==> config.mk <==
export PLATFORM = sky130hd
export DESIGN_NAME = gdsr_rem_unit
export DESIGN_NICKNAME = d
export VERILOG_FILES = /design/src/rtl/assert_macros.svh /design/src/rtl/gdsr_pkg.sv /design/src/rtl/gdsr_rem_unit.sv
export SDC_FILE = /design/constraint.sdc
export NUM_CORES = 1
export LEC_CHECK = 0
export BUFFER_PORTS_ARGS = -buffer_cell sky130_fd_sc_hd__buf_4
export CELL_PAD_IN_SITES_DETAIL_PLACEMENT = 1
export CELL_PAD_IN_SITES_GLOBAL_PLACEMENT = 2
export CORE_MARGIN = 3
export CORE_UTILIZATION = 40
export CTS_CLUSTER_DIAMETER = 120
export DETAILED_ROUTE_END_ITERATION = 7
export PLACE_DENSITY = 0.83
export SYNTH_ARGS = -nofsm -noshare
export SYNTH_HDL_FRONTEND = slang
export SYNTH_SLANG_ARGS = --single-unit
export TNS_END_PERCENT = 30
==> constraint.sdc <==
create_clock -name clock -period 6.8 [get_ports clock]
set_input_delay 2.04 -clock clock [delete_from_list [all_inputs] [get_ports clock]]
set_output_delay 2.04 -clock clock [all_outputs]
set_load 0.01 [all_outputs]
==> src/rtl/assert_macros.svh <==
// Assertion macros shared by the resampler RTL.
// No dependencies; included by files that carry concurrent assertions.
`ifndef ASSERT_MACROS_SVH
`define ASSERT_MACROS_SVH
`ifndef NO_ASSERTIONS
`define GDSR_ASSERT_IMPLY(lbl, ante, cons, msg) \
   lbl: assert property (@(posedge clock) disable iff (reset) (ante) |-> (cons)) \
      else $error(msg);
`define GDSR_ASSERT_NEXT(lbl, ante, cons, msg) \
   lbl: assert property (@(posedge clock) disable iff (reset) (ante) |=> (cons)) \
      else $error(msg);
`else
`define GDSR_ASSERT_IMPLY(lbl, ante, cons, msg)
`define GDSR_ASSERT_NEXT(lbl, ante, cons, msg)
`endif
`endif

==> src/rtl/gdsr_pkg.sv <==
// Types, constants and codes of the granular dual-sample resampler.
// No dependencies.
package gdsr_pkg;

   localparam int SAMPLE_DEPTH_DEF = 4096;
   localparam int GRAINS_DEF       = 8;

   localparam int KIND_W      = 3;
   localparam int ADDR_IN_W   = 12;
   localparam int SAMPLE_W    = 16;
   localparam int GIDX_IN_W   = 3;
   localparam int PHASE_IN_W  = 29;
   localparam int FRAC_W      = 16;
   localparam int LEN_W       = 13;
   localparam int STEP_W      = 24;
   localparam int WEIGHT_W    = 17;
   localparam int GAIN_W      = 16;
   localparam int GIU_W       = 4;
   localparam int GCNT_W      = 7;
   localparam int DIVD_W      = 15;
   localparam int DIVS_W      = 14;
   localparam int PH_W        = DIVS_W + FRAC_W;
   localparam int CSR_IDX_W   = 3;
   localparam int CSR_DATA_W  = 24;
   localparam logic [WEIGHT_W-1:0] WEIGHT_ONE = WEIGHT_W'(65536);

   typedef enum logic [KIND_W-1:0] {
      KIND_TICK        = 3'd0,
      KIND_WRITE_LOW   = 3'd1,
      KIND_WRITE_HIGH  = 3'd2,
      KIND_PHASE_LOW   = 3'd3,
      KIND_PHASE_HIGH  = 3'd4
   } kind_type;

   typedef enum logic [CSR_IDX_W-1:0] {
      CSR_LENGTH_LOW    = 3'd0,
      CSR_LENGTH_HIGH   = 3'd1,
      CSR_STEP_LOW      = 3'd2,
      CSR_STEP_HIGH     = 3'd3,
      CSR_MIX_WEIGHT    = 3'd4,
      CSR_GAIN          = 3'd5,
      CSR_GRAINS_IN_USE = 3'd6,
      CSR_PING_PONG     = 3'd7
   } csr_index_type;

   typedef struct packed {
      logic [KIND_W-1:0]          kind;
      logic [ADDR_IN_W-1:0]       word_address;
      logic signed [SAMPLE_W-1:0] sample_value;
      logic [GIDX_IN_W-1:0]       grain_index;
      logic [PHASE_IN_W-1:0]      phase_value;
   } item_type;

   typedef struct packed {
      logic [LEN_W-1:0]    len_lo;
      logic [LEN_W-1:0]    len_hi;
      logic [STEP_W-1:0]   step_lo;
      logic [STEP_W-1:0]   step_hi;
      logic [WEIGHT_W-1:0] weight;
      logic [GAIN_W-1:0]   gain;
      logic [GCNT_W-1:0]   grain_count;
      logic                ping_pong;
   } cfg_type;

   typedef struct packed {
      logic              start;
      logic [DIVD_W-1:0] dividend;
      logic [DIVS_W-1:0] divisor;
   } rem_req_type;

   typedef struct packed {
      logic              done;
      logic [DIVS_W-1:0] remainder;
   } rem_rsp_type;

endpackage

==> src/rtl/gdsr_rem_unit.sv <==
// Bit-serial remainder unit: one dividend bit per cycle, restoring form.
// Depends on gdsr_pkg.
module gdsr_rem_unit (
   input  logic                  clock,
   input  logic                  reset,
   input  gdsr_pkg::rem_req_type req,
   output gdsr_pkg::rem_rsp_type rsp
);
   import gdsr_pkg::*;

   localparam int CNT_W = $clog2(DIVD_W + 1);

   logic              busy_ff;
   logic              done_ff;
   logic [CNT_W-1:0]  cnt_ff;
   logic [DIVD_W-1:0] dvd_ff;
   logic [DIVS_W-1:0] dvs_ff;
   logic [DIVS_W-1:0] rem_ff;
   logic [DIVS_W:0]   trial;
   logic [DIVS_W:0]   trial_sub;

   assign trial     = {rem_ff, dvd_ff[DIVD_W-1]};
   assign trial_sub = trial - {1'b0, dvs_ff};

   always_ff @(posedge clock) begin
      if (reset) begin
         busy_ff <= 1'b0;
         done_ff <= 1'b0;
      end else begin
         done_ff <= 1'b0;
         if (req.start) begin
            busy_ff <= 1'b1;
            cnt_ff  <= CNT_W'(DIVD_W);
            dvd_ff  <= req.dividend;
            dvs_ff  <= req.divisor;
            rem_ff  <= '0;
         end else if (busy_ff) begin
            // keep the partial remainder below the divisor
            rem_ff <= (trial >= {1'b0, dvs_ff}) ? DIVS_W'(trial_sub) : DIVS_W'(trial);
            dvd_ff <= dvd_ff << 1;
            cnt_ff <= cnt_ff - CNT_W'(1);
            if (cnt_ff == CNT_W'(1)) begin
               busy_ff <= 1'b0;
               done_ff <= 1'b1;
            end
         end
      end
   end

   assign rsp.done      = done_ff;
   assign rsp.remainder = rem_ff;

endmodule

==> flow_results.org <==
** Run status
- Status :: finished, final reports clean

** Layout
- Area delta synth->final :: 18.68%
- Fraction of final layout cells sized beyond drive strength 1 :: 0.3321
- FF+latch area :: 0.001451 mm²
- # diodes :: 0
- Utilization after layout :: 0.4964
- Once layout is done, the placed cells without fillers occupy 0.003188 mm².
- The net count of the finished layout is 310.
- In the final layout, the multi-input gates occupy 0.001121 mm².
- Number of fillers in the final layout :: 691

** Global routing
- Fraction of met2 tracks used by global routing :: 0.2589
- Busiest metal layer after global routing :: met2
- The number of antenna violations at the first check in global routing came to 0.
- GR Overflow Total :: 0
- The first global-routing pass estimated 8.956 mm of wire.
- In the global route stage, overall resource usage came out at 0.1523.
- For met3 alone, demand over resource in global routing was 0.03951.
- Entering global routing, the biggest net connects 34 pins.
- Via count of the first global-routing pass :: 1894
- For this run, global-route usage on met1 was measured as 0.1939.

** Power and ir drop
- Switching share of power :: 0.2917
- The share of total power dissipated in sequential elements is 0.502.
- IR analysis of the VDD net gives a maximum drop of 0.1212 mV.
- Total power density per cell area :: 233.7 mW/mm²
- Final Total Pwr :: 744.9 µW
- Combinational cell fraction of total power :: 0.268
- Int Power :: 527.6 µW
- Clock network power share :: 0.231
- In this run the power spent charging and discharging nets is 217.3 µW.
- In this run the static leakage power is 0.001328 µW.

** Timing
- Setup violation total in the final timing report :: 0
- On the final layout, the worst clock skew is 0.007046 ns.
- Summed negative setup slack over all endpoints :: 0 ns
- Measured against its own limit, the worst slew margin works out to 0.2413.
- Setup repair after global routing left no endpoint under its margin.
- Max Fclk :: 0.3268 GHz
- Of the available clock period, the critical path in the final layout requires 0.4500.
- Final critical path time including I/O delays and setup :: 3.060 ns
- Final count of hold timing violations :: 0
- Pins over their slew limit :: 0
- Pin slew with the least headroom to its limit :: 1.138 ns

** Worst setup path
- Worst-path maximum fanout :: 33
- At the worst endpoint, the required time is 6.76 ns.
- For the worst setup path, the data arrival time is 3.02 ns.
- Startpoint type of the worst setup path :: input pin
- Critical path capture point type :: flop
- Crit Path Category :: in -> reg

** Synth
- Yosys printed 0 warnings.
- Most frequent cells after synthesis :: sky130_fd_sc_hd__edfxtp_1 (47), sky130_fd_sc_hd__nor2_1 (21), sky130_fd_sc_hd__inv_1 (19)
- In this run the mean area of a mapped cell was 12.67 µm².
- Number of cells produced by synthesis :: 212
- Yosys mapped a number of flops with a built-in enable equal to 47.
- Among all flip-flop cells after synthesis, the most frequent one is sky130_fd_sc_hd__edfxtp_1.
- Most instantiated library cell after synthesis :: sky130_fd_sc_hd__edfxtp_1
- In this run, synthesis produced a sequential element count of 49.
- Fraction of registers with async set/reset :: 0
- The number of nets in the synthesized netlist is 261.
- Area of the mapped netlist :: 0.002686 mm²
- Main area contributors after synthesis :: sky130_fd_sc_hd__edfxtp_1 (53%), sky130_fd_sc_hd__ha_1 (7.5%), sky130_fd_sc_hd__mux2_2 (6.3%)
- Library cell with the largest summed area after synthesis :: sky130_fd_sc_hd__edfxtp_1
- The share of synthesized area in the top cell type comes to 0.5254.
- Of the synthesized area, sequential elements account for 0.5403.
- In this run, distinct cell masters in the synthesized netlist total 44.

** Placed design
- After legalization and detailed placement, the total HPWL measured 3.982 mm.
- Once placement finished, the instance area stood at 0.003100 mm².
- Port Buf Inserts :: 46
- Final GP Congestion :: 0.7178

** Routing
- Remaining routing DRC violations :: 0
- Drt first pass iters :: 4
- The routed layout has 1746 vias.
- In this run the remaining antenna-violating nets after routing total 0.
- Total wire length after detailed routing :: 5.261 mm
- Dividing the detail-routed wire length by the instance count gives 15.52 µm.
- Detail-routed via count per cell :: 5.150
- In this run, the number of DRC markers left after iteration 0 of detailed routing was 75.

** Die
- Core area :: 0.006422 mm²
- From bottom edge to top edge, the die measures 87.95 µm.
- IO Count :: 47
- Die footprint :: 0.007735 mm²
- Measured along the x axis, the die boundary spans 87.95 µm.
- For this configuration, the core starts out at a cell density of 0.4183.
- Row generation in the floorplan step produced 29 rows.

** Clock tree
- Worst-path clk slew :: 0.09 ns
- Root buffer cell :: sky130_fd_sc_hd__clkbuf_8
- Count of cells resized by post-cts repair :: 0
- At the later pin of the worst-skew pair, clock insertion delay measures 0.30 ns.
- Clock tree from TritonCTS :: built
- Post-CTS timing repair inserted 0 buffers for setup.
- # hold bufs at CTS :: 0
- The clock net in this run drives a total of 49 sinks.
- In this run the deepest clock path goes through 2 buffers.
- H-tree depth :: 2
- In this run, CTS created clock tree buffers numbering 5.

** Hold path
- Hold WC Path Type :: reg -> reg

** Job
- The tool flagged a number of max-cap violations equal to 0.
-- power by group through the flow --
stage | Combinational, µW | Clock [µW] | Sequential (µW)
finish | 199 | 172 | 374
global route | 225 | 192 | 377
CTS | 203 | 178 | 375
detailed placement | 201 | 0 | 381
global placement | 198 | 0 | 381
floorplan | 143 | 0 | 382
-- per-layer routing --
layer / wire length [µm] / vias to the layer above / part of all wire
li1: - / 866 / -
met1: 2374 / 838 / 0.45
met2: 2548 / 37 / 0.48
met3: 289 / 5 / 0.055
met4: 48 / 0 / 0.0091
met5: 0 / - / 0
-- stage by stage --
step	std cells	setup slack [ns]	hold slack, ns
after floorplan	212	2.482	0.4898
after global placement	331	3.450	0.5223
after detailed placement	331	3.412	0.5298
after CTS	339	3.719	0.5428
after global routing	339	3.556	0.5477
final	339	3.740	0.5378
-- cell families (layout without fill, tap and decap cells) --
kind of cell,after synthesis,count (layout),share of synthesized area
AO/OA/AOI/OAI,40,40,0.1202
buffers and inverters,25,75,0.04332
AND/OR/NAND/NOR,45,45,0.07919
adder cells (fa/ha/maj),17,17,0.08197
flip-flops,49,49,0.5403
multiplexers,23,23,0.09269
XOR/XNOR,13,13,0.04239
-- flip-flops by register name, indices dropped and copies added, names as in the netlist --
| name | flops |
|---|---|
| dvd_ff | 15 |
| dvs_ff | 14 |
| rem_ff | 14 |
| cnt_ff | 4 |
| busy_ff | 1 |
| done_ff | 1 |
-- final timing paths --
check | from | to | slack, ns | depth (start not counted)
max reg2reg | rem_ff[1] | rem_ff[12] | 3.81 | 7
min reg2reg | busy_ff | done_ff | 0.54 | 1
min | busy_ff | done_ff | 0.54 | 1
max | req[29] | rem_ff[7] | 3.74 | 4
-- layout by cell type (no fill, tap or decap), types with 2 or more instances in the layout --
master / netlist / routed
sky130_fd_sc_hd__clkinvlp_4: 0 / 2
sky130_fd_sc_hd__buf_4: 1 / 48
sky130_fd_sc_hd__a21o_1: 7 / 7
sky130_fd_sc_hd__a211oi_2: 5 / 5
sky130_fd_sc_hd__xor2_1: 5 / 5
sky130_fd_sc_hd__nand2_1: 10 / 10
sky130_fd_sc_hd__a21oi_1: 11 / 11
sky130_fd_sc_hd__edfxtp_1: 47 / 47
sky130_fd_sc_hd__o21ai_2: 2 / 2
sky130_fd_sc_hd__ha_1: 16 / 16
sky130_fd_sc_hd__clkbuf_8: 0 / 5
sky130_fd_sc_hd__mux2_2: 15 / 15
sky130_fd_sc_hd__o21ai_0: 3 / 3
sky130_fd_sc_hd__mux2i_1: 8 / 8
sky130_fd_sc_hd__nor2b_1: 2 / 2
sky130_fd_sc_hd__nor2_2: 3 / 4
sky130_fd_sc_hd__dfxtp_1: 2 / 2
sky130_fd_sc_hd__xnor2_1: 8 / 8
sky130_fd_sc_hd__nor2_1: 21 / 20
sky130_fd_sc_hd__inv_1: 19 / 19
-- worst max-delay path, stage by stage --
cell                     delay (ns)
sky130_fd_sc_hd__buf_4         0.33
sky130_fd_sc_hd__nor2_1        0.13
sky130_fd_sc_hd__nor2_2        0.11
sky130_fd_sc_hd__buf_4         0.38
-- cell type report --
class                           count  share of cell area
Tap cell                           77             0.03022
Sequential cell                    49              0.4553
Timing Repair Buffer               48              0.1130
Multi-Input combinational cell    138              0.3516
Inverter                           19             0.02237
Clock buffer                        6             0.02276
Clock inverter                      2            0.004710
Note: power is estimated with default switching activity, not from simulation.
